## src/hw/rtl/vvho_pkg.sv

```systemverilog
// Shared types and constants for the ventilation valve controller.
// No dependencies; imported by every module of the block.
`default_nettype none

package vvho_pkg;

   // Command codes of an input transaction.
   typedef enum logic [1:0] {
      CMD_EVALUATE = 2'd0,
      CMD_FORCE    = 2'd1,
      CMD_UNFORCE  = 2'd2
   } cmd_type;

   // Valve movement reported with a result.
   typedef enum logic [1:0] {
      ACT_NONE   = 2'd0,
      ACT_OPENED = 2'd1,
      ACT_CLOSED = 2'd2
   } action_type;

   // Configuration register indexes.
   localparam int unsigned CSR_INDEX_WIDTH = 1;
   localparam int unsigned CSR_DATA_WIDTH  = 16;
   localparam logic [CSR_INDEX_WIDTH-1:0] CSR_HYSTERESIS   = 1'd0;
   localparam logic [CSR_INDEX_WIDTH-1:0] CSR_MIN_INTERVAL = 1'd1;

   // Reset values of the configuration registers.
   localparam logic [6:0]  HYSTERESIS_RESET   = 7'd3;
   localparam logic [15:0] MIN_INTERVAL_RESET = 16'd60;

   // Sensor code that marks a reading as unknown.
   localparam logic signed [7:0] UNKNOWN_TEMP = -8'sd127;

   typedef struct packed {
      cmd_type            cmd;
      logic [31:0]        now_sec;
      logic signed [7:0]  temp_inside;
      logic signed [7:0]  temp_outside;
      logic               force_open;
      logic               force_timed;
      logic [30:0]        force_duration_sec;
   } req_type;

   typedef struct packed {
      logic       valve_open;
      logic       override_active;
      logic       override_permanent;
      action_type valve_action;
      logic       override_ended;
      logic       readings_invalid;
   } rsp_type;

endpackage

`default_nettype wire

```

## src/hw/rtl/vvho_in_stage.sv

```systemverilog
// Input register of the valve controller: captures one request transaction.
// Depends on vvho_pkg for the request type.
`default_nettype none

module vvho_in_stage import vvho_pkg::*; (
   input  wire logic    clock,
   input  wire logic    reset,
   input  wire logic    req_valid,
   output logic         req_stall,
   input  wire req_type req_data,
   input  wire logic    advance,
   output logic         item_valid,
   output req_type      item
);

   logic    valid_ff, valid_in;
   req_type data_ff, data_in;

   // The held transaction blocks new ones until the core consumes it.
   assign req_stall = valid_ff && !advance;

   always_comb begin
      valid_in = valid_ff;
      data_in  = data_ff;
      if (!req_stall) begin
         valid_in = req_valid;
         if (req_valid) begin
            data_in = req_data;
         end
      end
   end

   always_ff @(posedge clock) begin
      if (reset) begin
         valid_ff <= 1'b0;
      end else begin
         valid_ff <= valid_in;
      end
      data_ff <= data_in;
   end

   assign item_valid = valid_ff;
   assign item       = data_ff;

endmodule

`default_nettype wire

```

## src/hw/rtl/vvho_core.sv

```systemverilog
// Valve state, override state and configuration registers, with the
// single-pass decision logic. Depends on vvho_pkg.
`default_nettype none

module vvho_core import vvho_pkg::*; (
   input  wire logic                       clock,
   input  wire logic                       reset,
   input  wire logic                       csr_write,
   input  wire logic [CSR_INDEX_WIDTH-1:0] csr_index,
   input  wire logic [CSR_DATA_WIDTH-1:0]  csr_wdata,
   input  wire logic                       advance,
   input  wire req_type                    item,
   output rsp_type                         result
);

   logic [6:0]  hyst_ff, hyst_in;
   logic [15:0] min_int_ff, min_int_in;
   logic        valve_ff, valve_in;
   logic        ovr_ff, ovr_in;
   logic        forever_ff, forever_in;
   logic [31:0] until_ff, until_in;
   logic [31:0] last_ff, last_in;

   logic              forced;
   logic [31:0]       elapsed;
   logic signed [8:0] t_in9;
   logic signed [8:0] t_out9;
   logic signed [8:0] open_level;
   logic              do_toggle;
   action_type        action;
   logic              ended;
   logic              invalid;

   always_comb begin
      hyst_in    = hyst_ff;
      min_int_in = min_int_ff;
      if (csr_write) begin
         case (csr_index)
            CSR_HYSTERESIS:   hyst_in    = csr_wdata[6:0];
            CSR_MIN_INTERVAL: min_int_in = csr_wdata;
            default: ;
         endcase
      end
   end

   always_comb begin
      t_in9      = {item.temp_inside[7], item.temp_inside};
      t_out9     = {item.temp_outside[7], item.temp_outside};
      open_level = t_out9 + $signed({2'b00, hyst_ff});
      elapsed    = (item.now_sec >= last_ff) ? (item.now_sec - last_ff)
                                              : (last_ff - item.now_sec);
      forced     = ovr_ff && (forever_ff || (item.now_sec < until_ff));

      valve_in   = valve_ff;
      ovr_in     = ovr_ff;
      forever_in = forever_ff;
      until_in   = until_ff;
      last_in    = last_ff;
      do_toggle  = 1'b0;
      ended      = 1'b0;
      invalid    = 1'b0;

      case (item.cmd)
         CMD_EVALUATE: begin
            if (ovr_ff && !forced) begin
               ovr_in = 1'b0;
               ended  = 1'b1;
            end
            if (!forced && (elapsed >= {16'd0, min_int_ff})) begin
               if (item.temp_inside == UNKNOWN_TEMP || item.temp_outside == UNKNOWN_TEMP) begin
                  invalid = 1'b1;
               end else if (valve_ff) begin
                  do_toggle = (t_in9 <= t_out9);
               end else begin
                  do_toggle = (t_in9 >= open_level);
               end
            end
         end
         CMD_FORCE: begin
            ovr_in     = 1'b1;
            forever_in = !item.force_timed;
            until_in   = item.force_timed ? (item.now_sec + {1'b0, item.force_duration_sec})
                                          : 32'd0;
            do_toggle  = (valve_ff != item.force_open);
         end
         CMD_UNFORCE: begin
            ovr_in     = 1'b0;
            forever_in = 1'b0;
         end
         default: ;
      endcase

      action = ACT_NONE;
      if (do_toggle) begin
         valve_in = !valve_ff;
         last_in  = item.now_sec;
         action   = valve_ff ? ACT_CLOSED : ACT_OPENED;
      end

      result.valve_open         = valve_in;
      result.override_active    = ovr_in;
      result.override_permanent = forever_in;
      result.valve_action       = action;
      result.override_ended     = ended;
      result.readings_invalid   = invalid;
   end

   always_ff @(posedge clock) begin
      if (reset) begin
         hyst_ff    <= HYSTERESIS_RESET;
         min_int_ff <= MIN_INTERVAL_RESET;
         valve_ff   <= 1'b0;
         ovr_ff     <= 1'b0;
         forever_ff <= 1'b0;
         until_ff   <= 32'd0;
         last_ff    <= 32'd0;
      end else begin
         hyst_ff    <= hyst_in;
         min_int_ff <= min_int_in;
         if (advance) begin
            valve_ff   <= valve_in;
            ovr_ff     <= ovr_in;
            forever_ff <= forever_in;
            until_ff   <= until_in;
            last_ff    <= last_in;
         end
      end
   end

endmodule

`default_nettype wire

```

## src/hw/rtl/vvho_out_stage.sv

```systemverilog
// Result register of the valve controller: holds one response transaction.
// Depends on vvho_pkg for the response type.
`default_nettype none

module vvho_out_stage import vvho_pkg::*; (
   input  wire logic    clock,
   input  wire logic    reset,
   input  wire logic    load,
   input  wire rsp_type result,
   output logic         can_load,
   output logic         rsp_valid,
   input  wire logic    rsp_stall,
   output rsp_type      rsp_data
);

   logic    valid_ff, valid_in;
   rsp_type data_ff, data_in;

   // Room for a new result when empty or when the held one leaves now.
   assign can_load = !valid_ff || !rsp_stall;

   always_comb begin
      valid_in = valid_ff;
      data_in  = data_ff;
      if (can_load) begin
         valid_in = load;
         if (load) begin
            data_in = result;
         end
      end
   end

   always_ff @(posedge clock) begin
      if (reset) begin
         valid_ff <= 1'b0;
      end else begin
         valid_ff <= valid_in;
      end
      data_ff <= data_in;
   end

   assign rsp_valid = valid_ff;
   assign rsp_data  = data_ff;

endmodule

`default_nettype wire

```

## src/hw/rtl/vent_valve_hysteresis_override_top.sv

```systemverilog
// Top level of the ventilation valve controller with hysteresis and override.
// Depends on vvho_pkg, vvho_in_stage, vvho_core and vvho_out_stage.
`default_nettype none

// The controller takes one command transaction per clock cycle while the
// response side does not stall and returns exactly one response transaction
// for each, in order. A request is captured in an input register; the
// decision logic reads it together with the valve and override state and,
// when the output register has room, updates that state and loads the
// response into the output register, which offers it. Sustained throughput
// is one transaction per cycle while the response side does not stall; the
// decision logic is a single combinational pass (a 32-bit distance and
// compare for the switch interval, a 32-bit end-time compare, and a 32-bit
// add for a timed override). When the response side stalls, the output
// register holds its result and the input register holds the next request,
// and req_stall stays high meanwhile. Configuration writes are always ready
// and take effect at the next edge; write them only while no transaction is
// in flight. Register 0 is the hysteresis in degrees (7 bits, reset 3) and
// register 1 the minimum interval between automatic switches in seconds
// (16 bits, reset 60).
module vent_valve_hysteresis_override_top import vvho_pkg::*; (
   input  wire logic                       clock,
   input  wire logic                       reset,
   input  wire logic                       req_valid,
   output logic                            req_stall,
   input  wire req_type                    req_data,
   output logic                            rsp_valid,
   input  wire logic                       rsp_stall,
   output rsp_type                         rsp_data,
   input  wire logic                       csr_valid,
   output logic                            csr_ready,
   input  wire logic [CSR_INDEX_WIDTH-1:0] csr_index,
   input  wire logic [CSR_DATA_WIDTH-1:0]  csr_wdata
);

   logic    item_valid;
   req_type item;
   logic    can_load;
   logic    advance;
   rsp_type result;

   // The configuration registers accept a write in any cycle.
   assign csr_ready = 1'b1;

   // A captured request is processed when the result register has room.
   assign advance = item_valid && can_load;

   vvho_in_stage u_in_stage (
      .clock      (clock),
      .reset      (reset),
      .req_valid  (req_valid),
      .req_stall  (req_stall),
      .req_data   (req_data),
      .advance    (advance),
      .item_valid (item_valid),
      .item       (item)
   );

   vvho_core u_core (
      .clock     (clock),
      .reset     (reset),
      .csr_write (csr_valid && csr_ready),
      .csr_index (csr_index),
      .csr_wdata (csr_wdata),
      .advance   (advance),
      .item      (item),
      .result    (result)
   );

   vvho_out_stage u_out_stage (
      .clock     (clock),
      .reset     (reset),
      .load      (advance),
      .result    (result),
      .can_load  (can_load),
      .rsp_valid (rsp_valid),
      .rsp_stall (rsp_stall),
      .rsp_data  (rsp_data)
   );

endmodule

`default_nettype wire

```

## config.mk

```make
export PLATFORM = sky130hd
export DESIGN_NAME = vent_valve_hysteresis_override_top
export DESIGN_NICKNAME = d
export VERILOG_FILES = /design/src/hw/rtl/vvho_pkg.sv /design/src/hw/rtl/vvho_in_stage.sv /design/src/hw/rtl/vvho_core.sv /design/src/hw/rtl/vvho_out_stage.sv /design/src/hw/rtl/vent_valve_hysteresis_override_top.sv
export SDC_FILE = /design/constraint.sdc
export NUM_CORES = 1
export LEC_CHECK = 0
export ABC_AREA = 0
export CAP_MARGIN = 30
export CELL_PAD_IN_SITES_DETAIL_PLACEMENT = 0
export CELL_PAD_IN_SITES_GLOBAL_PLACEMENT = 1
export CORE_MARGIN = 1
export CORE_UTILIZATION = 50
export DETAILED_ROUTE_END_ITERATION = 10
export DONT_BUFFER_PORTS = 1
export GPL_TIMING_DRIVEN = 0
export HOLD_SLACK_MARGIN = 0.08
export PLACE_DENSITY = 0.87
export SLEW_MARGIN = 20
export SYNTH_ARGS = -nofsm -noshare
export SYNTH_HDL_FRONTEND = slang
export SYNTH_SLANG_ARGS = --single-unit
```

## constraint.sdc

```tcl
create_clock -name clock -period 6.15 [get_ports clock]
set_clock_uncertainty 0.15 [all_clocks]
set_input_delay 0.3075 -clock clock [delete_from_list [all_inputs] [get_ports clock]]
set_output_delay 0.3075 -clock clock [all_outputs]
set_load 0.02 [all_outputs]
```

# [Yosys cells after proc, flatten, opt, wreduce, memory -nomap -nowiden]
# Cells that the tools add are included.
[totals] inputBits=105 word_cells=73 ff_bits=182 output_inout_bits=10
[classes] muxes=13 n_reduce_logical=22 n_lt_le_gt_ge=5 eq_ne=5 bitwise=2 add_sub_neg=4
[ops] op="$mux W32" n=2
[ops] op="$sub A32 B32 Y32" n=2
[ops] op="$add A32 B31 Y32" n=1
[ops] op="$ge A32 B16 Y1" n=1
[ops] op="$ge A32 B32 Y1" n=1
[ops] op="$lt A32 B32 Y1" n=1
[ops] op="$eq A8 B8 Y1 const B" n=2
[ops] op="$reduce_and A2 Y1" n=7
[ops] op="$add A8 B8 Y9" n=1
[ops] op="$ge A8 B9 Y1" n=1
[ops] op="$le A8 B8 Y1" n=1
[ops] op="$mux W1" n=7
[ops] op="$logic_not A1 Y1" n=6
[ops] op="$logic_and A1 B1 Y1" n=5
[ops] op="$pmux W1 S2" n=2
[ops] op="$logic_or A1 B1 Y1" n=3
[ops] op="$pmux W1 S3" n=1
[ops] op="$eq A2 B1 Y1 const B" n=1
[ops] op="$eq A2 B2 Y1 const B" n=1
[ops] op="$logic_not A2 Y1" n=1
[ops] op="$mux W2" n=1
[ops] op="$not A1 Y1" n=2
[ops] op="$ne A1 B1 Y1" n=1

# [Logic depth before layout (Yosys ltp)]
# Gate-level depths: netlist of the first run.
[logic_depth] ltp_word=8 depth_mapped=27 mapped_depth_nobuf=23

# [By module]
# From an unflattened synthesis of the first run, not the netlist that was laid out.
[hier_totals] hier_cells=1482 area_unflattened_um2=13352.8
[modules_own_cells] module="vvho_core" cells_per_inst=1380 area_per_inst_um2=10543.9 instances=1
[modules_own_cells] module="vvho_in_stage" cells_per_inst=87 area_per_inst_um2=2542.4 instances=1
[modules_own_cells] module="vvho_out_stage" cells_per_inst=12 area_per_inst_um2=249.0 instances=1
[modules_own_cells] module="vent_valve_hysteresis_override_top" cells_per_inst=3 area_per_inst_um2=17.5 instances=1

# [Worst setup path before layout of the first run]
# Ideal clock, no wire load.
[synth_path] path_type="reg2reg" start="register u_in_stage.data_ff, in the netlist u_in_stage.item[49]" end="register u_core.valve_ff" path_buffers=3 setup_time_ns=0.123 slack_ns=0.525 t_arrival_ns=5.352 path_stages_with_launch=26 period_less_slack_ns=5.625 cell_sequence="edfxtp_1 > inv_1 > ha_1 > inv_1 > fa_1 > nand3_1 > a311oi_1 > o211ai_1 > a31oi_2 > a21oi_2 > clkbuf_1 > buf_1 > mux2_2 > ha_1 > a21o_1 > a21oi_1 > o21ai_0 > a21o_1 > a31oi_1 > o31ai_1 > a2111o_1 > a2111oi_2 > nand4_1 > a32o_1 > buf_6 > mux2_1"
[synth_via] elab_chain_cells=8 elab_cells_between_ends=13 cone_classes="add/sub (2); order compare (3); mux (4); reduce/logical (4)"
[synth_rtl] item="start, declared" line="vvho_in_stage.sv:17" text="req_type data_ff, data_in;"
[synth_rtl] item="start signal, assigned" line="vvho_in_stage.sv:39" text="data_ff <= data_in;"
[synth_rtl] item="branches (longest 4 deep; another with $sub A32 B32 Y32)"
[synth_rtl] item="$logic_and A1 B1 Y1 *" line="vvho_core.sv:69" text="if (!forced && (elapsed >= {16'd0, min_int_ff})) begin"
[synth_rtl] item="$mux W1 *" line="vvho_core.sv:69"
[synth_rtl] item="$pmux W1 S2 *" line="vvho_core.sv:63" text="case (item.cmd)"
[synth_rtl] item="$mux W1 *" line="vvho_core.sv:94" text="if (do_toggle) begin"
[synth_rtl] item="end signal, assigned" line="vvho_core.sv:121" text="valve_ff <= valve_in;"
[synth_rtl] item="end, declared" line="vvho_core.sv:18" text="logic valve_ff, valve_in;"
# Mark *: on every way between the ends.
# A chain may end at the register's enable or synchronous reset.

# [Final worst setup path of the first run]
[layout_path] start="register u_in_stage.data_ff, in the netlist u_in_stage.item[52]" end="register u_core.last_ff[21]"
[layout_via] elab_chain_cells=8 elab_cells_between_ends=13 cone_classes="add/sub (2); order compare (3); mux (3); reduce/logical (5)"
[layout_rtl] item="branches (longest 4 deep; another with $sub A32 B32 Y32)"
[layout_rtl] item="$logic_and A1 B1 Y1 *" line="vvho_core.sv:69"
[layout_rtl] item="$mux W1 *" line="vvho_core.sv:69"
[layout_rtl] item="$pmux W1 S2 *" line="vvho_core.sv:63"
[layout_rtl] item="$reduce_and A2 Y1 (no line) *"
[layout_rtl] item="end signal, assigned" line="vvho_core.sv:125" text="last_ff <= last_in;"
[layout_rtl] item="end, declared" line="vvho_core.sv:22" text="logic [31:0] last_ff, last_in;"
# Marked as above.

==> impl_metrics.ini, run 1 <==
[hold_path]
min-delay-start = csr_index
hold_path.class = input port to flop

[route]
detail-route-antenna-nets = 0
wl_per_cell_um = 17.5
routed_wl_um = 34600
firstDrtPassIters = 5
num_vias = 11045
route.detailed.drc = 0
viasPerCell = 5.60
drtIter0Drc = 785

[timing]
final-hold-violation-count = 0
post-route-min-period_ns = 5.83
worst_pin_slew_ns = 0.858
report.final.slew_viol_count = 0
setup_viol = 0
slew_headroom_pct = 42.6
period_share_pct = 94.8
fmax_ghz = 0.172
holdWs_ns = 0.123
rsz0062_at_grt = false

[yosys]
seq_area_frac_synth_pct = 34.3
avgSynthCellArea_um2 = 8.91
syn-cell-area_um2 = 13200
async_flop_share_pct = 0
ys.flop_type = dfxtp_1
ys_ff_latch = 182
syn-instance-count = 1485
synth_edf_count = 90
synth.distinct_cells = 75
syn_nets = 1762
yosysWarnings = 0

[pwr]
vdd_drop_max_v = 0.000170
power.density_nw_per_um2 = 217
p_leak_nw = 6.35
power_mw = 3.39

[cells_and_area]
final_cells = 1973
finalNetCount = 1902
diodes = 0
fill_cells = 2315
multi_input_area_um2 = 7880
final_core_util_pct = 59.9
synthToLayoutAreaGrowth_pct = 17.6
drive_gt1_share_pct = 6.04
ff_latch_area_um2 = 4540

[clock_tree]
root_buffer = clkbuf_16
cts_inserted_buffers = 17
insertion_delay_ns = 0.45
h-tree-depth = 4
path_clk_slew_ns = 0.09
cts.sinks = 182
clockBufferDepth = 2
tritoncts = yes

[floorplanning]
rows = 59
initial_utilization_pct = 50.9
core_area_um2 = 26000
die_h_um = 165
die_width_um = 165
floorplan.die_area_um2 = 27100
io_pins = 115

[placement]
hpwl_um = 25500
placedCellCount = 1823
io_buffers = 0
gp_congestion = 0.896

[grt]
grt_usage_pct = 25.9
grt_pass1_wl_um = 54600
grt_max_degree = 31
first_global_vias = 10631
antenna_found_initial = 0
grt_overflow = 0

[status]
status = complete, no violations

[critical_path]
worstSetupPathType = flop to flop
r2r-start = u_in_stage.item[52]$_DFFE_PP_
crit_path_start_kind = flop
cp-startpoint = u_in_stage.item[52]$_DFFE_PP_
cp.arrival_ns = 6.05
cp_max_fo = 18
end_kind = flop
required_ns = 6.37

[run]
drv_cap = 0
placed cells by master, fill, tap and decap left out, types with 5 or more instances in the layout:
master,synthesis,final
edfxtp_1,90,90
a211oi_1,9,8
o21ai_0,60,60
nor4_1,5,5
and2_1,7,7
nand2b_1,81,81
nor3_1,13,13
a31oi_1,11,11
o211ai_1,9,9
nand4_1,22,22
nor2b_1,16,15
nor2_1,81,81
dlygate4sd3_1,0,112
nand3b_1,9,9
a21oi_1,147,146
a22oi_1,16,16
nand2_1,128,128
o31ai_1,5,5
xnor2_1,41,41
mux2i_1,41,41
o21bai_1,13,13
a21o_1,48,48
o21a_1,14,14
dfxtp_1,92,92
nand3_1,22,22
inv_1,146,146
ha_1,168,168
buf_4,3,12
o21ai_1,11,11
clkinv_8,0,5
a22o_1,11,11
a21oi_2,5,5
clkbuf_16,0,17
and3_1,6,6
buf_2,19,18
xor2_1,26,26
buf_6,7,8
clkbuf_1,28,27
final timing paths:
| kind | end | slack [ns] | cells after the start |
|---|---|---|---|
| setup reg to reg | u_core.last_ff[21]$_SDFFE_PP0P_ | 0.32 | 26 |
| hold reg to reg | u_core.until_ff[9]$_SDFFE_PP0P_ | 0.31 | 2 |
| hold / removal | u_core.hyst_ff[0]$_SDFFE_PP1P_ | 0.12 | 3 |
| setup / recovery | u_core.last_ff[21]$_SDFFE_PP0P_ | 0.32 | 26 |
synthesized netlist by cell type, drive strengths merged, types with 3 or more instances:
cell type / count / area share (%)
a21oi: 153 / 6.0
buf: 31 / 1.5
nor4: 5 / 0.24
and4: 4 / 0.26
o211ai: 9 / 0.51
nor2: 81 / 2.3
nand3: 22 / 0.83
inv: 146 / 4.1
nor3b: 3 / 0.17
nand4: 22 / 1.0
and2: 7 / 0.33
o221ai: 4 / 0.26
a31oi: 12 / 0.61
and3: 7 / 0.37
o31ai: 5 / 0.28
nor2b: 16 / 0.76
fa: 4 / 0.61
mux2i: 41 / 3.1
nand2: 130 / 3.7
a211oi: 10 / 0.60
a22oi: 16 / 0.91
o21bai: 13 / 0.74
o21ai: 71 / 2.7
ha: 168 / 16
nand2b: 81 / 3.8
o21a: 14 / 0.79
nor3: 13 / 0.49
clkbuf: 28 / 0.79
nand3b: 9 / 0.51
a21o: 48 / 2.7
a311oi: 4 / 0.26
a22o: 11 / 0.73
a2111oi: 4 / 0.31
a31o: 3 / 0.20
a21boi: 5 / 0.28
a32oi: 3 / 0.20
dfxtp: 92 / 14
o22ai: 4 / 0.19
xor2: 26 / 1.7
edfxtp: 90 / 20
o31a: 3 / 0.20
xnor2: 41 / 2.7
timing repair:
action,4_1_cts,5_1_grt
buffers inserted,4,4
hold buffers,112,0
endpoints found under the hold margin,110,0
setup endpoints to repair,37,35
gates resized for setup,2,9
pin swaps,2,4
cell type report:
cell class                      instances  share of cell area [%]
Multi-Input combinational cell       1098                    50.6
Tap cell                              335                    2.69
Timing Repair Buffer                  123                    7.89
Inverter                              146                    3.52
Clock inverter                         15                    1.38
Buffer                                 57                    1.98
Sequential cell                       182                    29.2
Clock buffer                           17                    2.73
worst max-delay path, cell delays in order (launching register included):
cell and delay (ns):
edfxtp_1 0.51, inv_1 0.08, ha_1 0.31, buf_6 0.14, a21oi_1 0.23, a311oi_2 0.16, o211ai_1 0.34, a31oi_4 0.18
a21o_1 0.22, buf_6 0.18, a211oi_2 0.21, a31oi_1 0.08, xnor2_1 0.25, ha_1 0.28, a21oi_1 0.11, o21ai_0 0.09
a21o_1 0.18, a31oi_1 0.19, o31ai_1 0.13, a2111o_1 0.45, a2111oi_2 0.24, nand4_1 0.13, buf_4 0.18, a32o_1 0.23
buf_6 0.15, buf_6 0.16, mux2i_1 0.18
flip-flops by register name, indices dropped and copies added (netlist names):
register,flops
u_core.valve_ff,1
u_core.until_ff,32
u_core.hyst_ff,7
u_core.min_int_ff,16
u_in_stage.item_valid,1
u_core.ovr_ff,1
u_out_stage.rsp_valid,1
u_core.forever_ff,1
u_out_stage.rsp_data,7
u_core.last_ff,32
u_in_stage.item,83
layer usage:
metal  GRT usage, %  part of all wire, %
met4           8.09                  2.2
met1           35.9                   48
met5              0                    0
met2           41.7                   46
met3           3.42                  4.1
power breakdown:
| part | switching [mW] | internal (mW) | total [mW] | leakage (nW) |
|---|---|---|---|---|
| clock network | 0.621 | 0.572 | 1.19 | 0.308 |
| registers | 0.0547 | 1.33 | 1.39 | 1.62 |
| logic | 0.449 | 0.357 | 0.806 | 4.42 |
| total | 1.12 | 2.26 | 3.39 | 6.35 |
per-stage QoR:
step | area [um^2] | TNS (ns) | setup slack, ns
2_1_floorplan | 13200 | 0 | 0.525
3_3_place_gp | 13700 | -46.66 | -0.982
3_5_place_dp | 13700 | -33.91 | -0.961
4_1_cts | 15500 | 0 | 0.189
5_1_grt | 15600 | 0 | 0.0157
6_report | 15600 | 0 | 0.320
cells by family (layout without fill, tap and decap cells):
logic type	count (synthesis)	after routing	share of synthesized area, %
AOI/OAI and AO/OA	410	410	19.9
and+or+nand+nor	405	405	15.1
buffers and inverters	205	358	6.48
DFF	182	182	34.3
adders and majority gates	172	172	16.5
xor gates and xnor gates	67	67	4.43
muxes	43	43	3.27
other	1	1	0.0283
No activity file was read; power rests on OpenSTA's default activity.
==> inputs of run 2 (changes only) <==
--- a/config.mk
+++ b/config.mk
@@ -10,12 +10,13 @@
 export CELL_PAD_IN_SITES_DETAIL_PLACEMENT = 0
 export CELL_PAD_IN_SITES_GLOBAL_PLACEMENT = 1
 export CORE_MARGIN = 1
-export CORE_UTILIZATION = 50
+export CORE_UTILIZATION = 51
+export CTS_BUF_LIST = sky130_fd_sc_hd__clkbuf_4
 export DETAILED_ROUTE_END_ITERATION = 10
 export DONT_BUFFER_PORTS = 1
 export GPL_TIMING_DRIVEN = 0
 export HOLD_SLACK_MARGIN = 0.08
-export PLACE_DENSITY = 0.87
+export PLACE_DENSITY = 0.89
 export SLEW_MARGIN = 20
 export SYNTH_ARGS = -nofsm -noshare
 export SYNTH_HDL_FRONTEND = slang
==> run 2 against run 1 <==
- power decreased by 12%
- maximum frequency decreased by 0.47%
- sequential share of layout area increased by 0.48 points
- critical path depth unchanged
- setup slack got worse by 0.028 ns
- largest power group unchanged
==> impl_metrics.ini, run 2 (synthesis results as in run 1) <==
[grt]
grt_overflow = 0
first_global_vias = 11073
grt_max_degree = 31
antenna_found_initial = 1
grt_usage_pct = 26.2
grt_pass1_wl_um = 54800

[status]
status = complete, no violations

[route]
num_vias = 11092
wl_per_cell_um = 17.1
firstDrtPassIters = 5
routed_wl_um = 33900
route.detailed.drc = 0
drtIter0Drc = 819
detail-route-antenna-nets = 0
viasPerCell = 5.62

[critical_path]
cp_max_fo = 10
crit_family = compound AO/OA/AOI/OAI gates
cp.arrival_ns = 6.19
r2r-end = u_core.last_ff[22]$_SDFFE_PP0P_
r2r_slack_ns = 0.29
slowest_stage = edfxtp_1
crit_path_start_kind = flop
reg2reg_depth = 26
max_stage_delay_ns = 0.48
critPathBufInv = 6
r2r-start = u_in_stage.item[49]$_DFFE_PP_
worstSetupPathType = flop to flop
end_kind = flop
required_ns = 6.48

[clock_tree]
tritoncts = yes
path_clk_slew_ns = 0.19
cts.sinks = 182
root_buffer = clkbuf_4
insertion_delay_ns = 0.60
cts_inserted_buffers = 17
h-tree-depth = 4
clockBufferDepth = 2

[placement]
hpwl_um = 25200
io_buffers = 0
gp_congestion = 0.913
placed_area_um2 = 13700

[pwr]
p_leak_nw = 6.23
vdd_drop_max_v = 0.000145
power.density_nw_per_um2 = 194

[floorplanning]
die_width_um = 163
initial_utilization_pct = 52.3
floorplan.die_area_um2 = 26600
io_pins = 115
die_h_um = 163
rows = 58
core_area_um2 = 25300

[hold_path]
whs_endpoint = u_in_stage.item[81]$_DFFE_PP_
worstHoldPathCells = 1
min-delay-start = req_data[81]
hold_path.class = input port to flop

[timing]
report.final.slew_viol_count = 0
slew_headroom_pct = 45.2
post-route-min-period_ns = 5.86
holdWs_ns = 0.170
fmax_ghz = 0.171
final-hold-violation-count = 0
period_share_pct = 95.2
setup_viol = 0
worst_pin_slew_ns = 0.821

[cells_and_area]
drive_gt1_share_pct = 6.02
most-common-layout-cells = ha_1 (168), a21oi_1 (146), inv_1 (146)
ff_latch_area_um2 = 4540
fill_cells = 2160
final_common_cell = ha_1
multi_input_area_um2 = 7890
fin_area_um2 = 15300
largest_reg_flops = 83
finalNetCount = 1908
synthToLayoutAreaGrowth_pct = 15.7

[run]
drv_cap = 0
## run 2: timing repair
action | in CTS | in global routing
cloned | 0 | 0
pin swaps | 2 | 3
setup buffers | 4 | 4
setup endpoints to repair | 37 | 36
gates resized for setup | 2 | 9
hold buffers | 118 | 0
endpoints found under the hold margin | 142 | 0
## run 2: final cells by class
type | count | share of cell area, %
clock inverter | 15 | 1.28
antenna | 1 | 0.0163
buffer | 57 | 1.98
clock buffer | 17 | 0.833
timing repair buffer | 129 | 8.41
multi-input combinational | 1098 | 51.5
sequential | 182 | 29.7
tap | 330 | 2.70
inverter | 146 | 3.58
## run 2: routing by layer
layer  up-vias  GRT usage (%)  routed length [um]  part of all wire [%]
met5         -              0                   0                     0
met4         0           7.90                 737                   2.2
met3        43           3.30                1420                   4.2
met2       282           44.2               15700                    46
met1      5220           34.8               16000                    47
li1       5547              -                   -                     -
## run 2: worst max-delay path by stage
stage                             startpoint                              end  slack (ns)  cells after the start
6_report       u_in_stage.item[49]$_DFFE_PP_  u_core.last_ff[22]$_SDFFE_PP0P_        0.29                     26
5_1_grt        u_in_stage.item[49]$_DFFE_PP_  u_core.last_ff[17]$_SDFFE_PP0P_       -0.02                     26
4_1_cts        u_in_stage.item[52]$_DFFE_PP_     u_core.valve_ff$_SDFFE_PP0P_        0.06                     25
3_5_place_dp   u_in_stage.item[49]$_DFFE_PP_     u_core.valve_ff$_SDFFE_PP0P_       -0.93                     25
3_3_place_gp   u_in_stage.item[49]$_DFFE_PP_     u_core.valve_ff$_SDFFE_PP0P_       -0.89                     25
2_1_floorplan  u_in_stage.item[49]$_DFFE_PP_     u_core.valve_ff$_SDFFE_PP0P_        0.53                     25
## run 2: metrics by stage
step	utilization [%]	std cells	total power [mW]	setup TNS (ns)	worst slack (ns)
final	60.5	1975	2.97	0	0.292
after CTS	60.2	1971	2.96	0	0.0605
after global routing	60.5	1975	3.12	-0.0390	-0.0160
after global placement	53.9	1815	2.12	-35.74	-0.890
after detailed placement	54.1	1818	2.14	-32.22	-0.929
after floorplan	-	1485	1.96	0	0.525
## run 2: report_power, final
part           leakage, nW  switching [mW]  internal, mW
Combinational         4.43           0.449         0.360
Sequential            1.62          0.0541          1.33
Clock                0.173           0.534         0.237
Total                 6.23            1.04          1.93
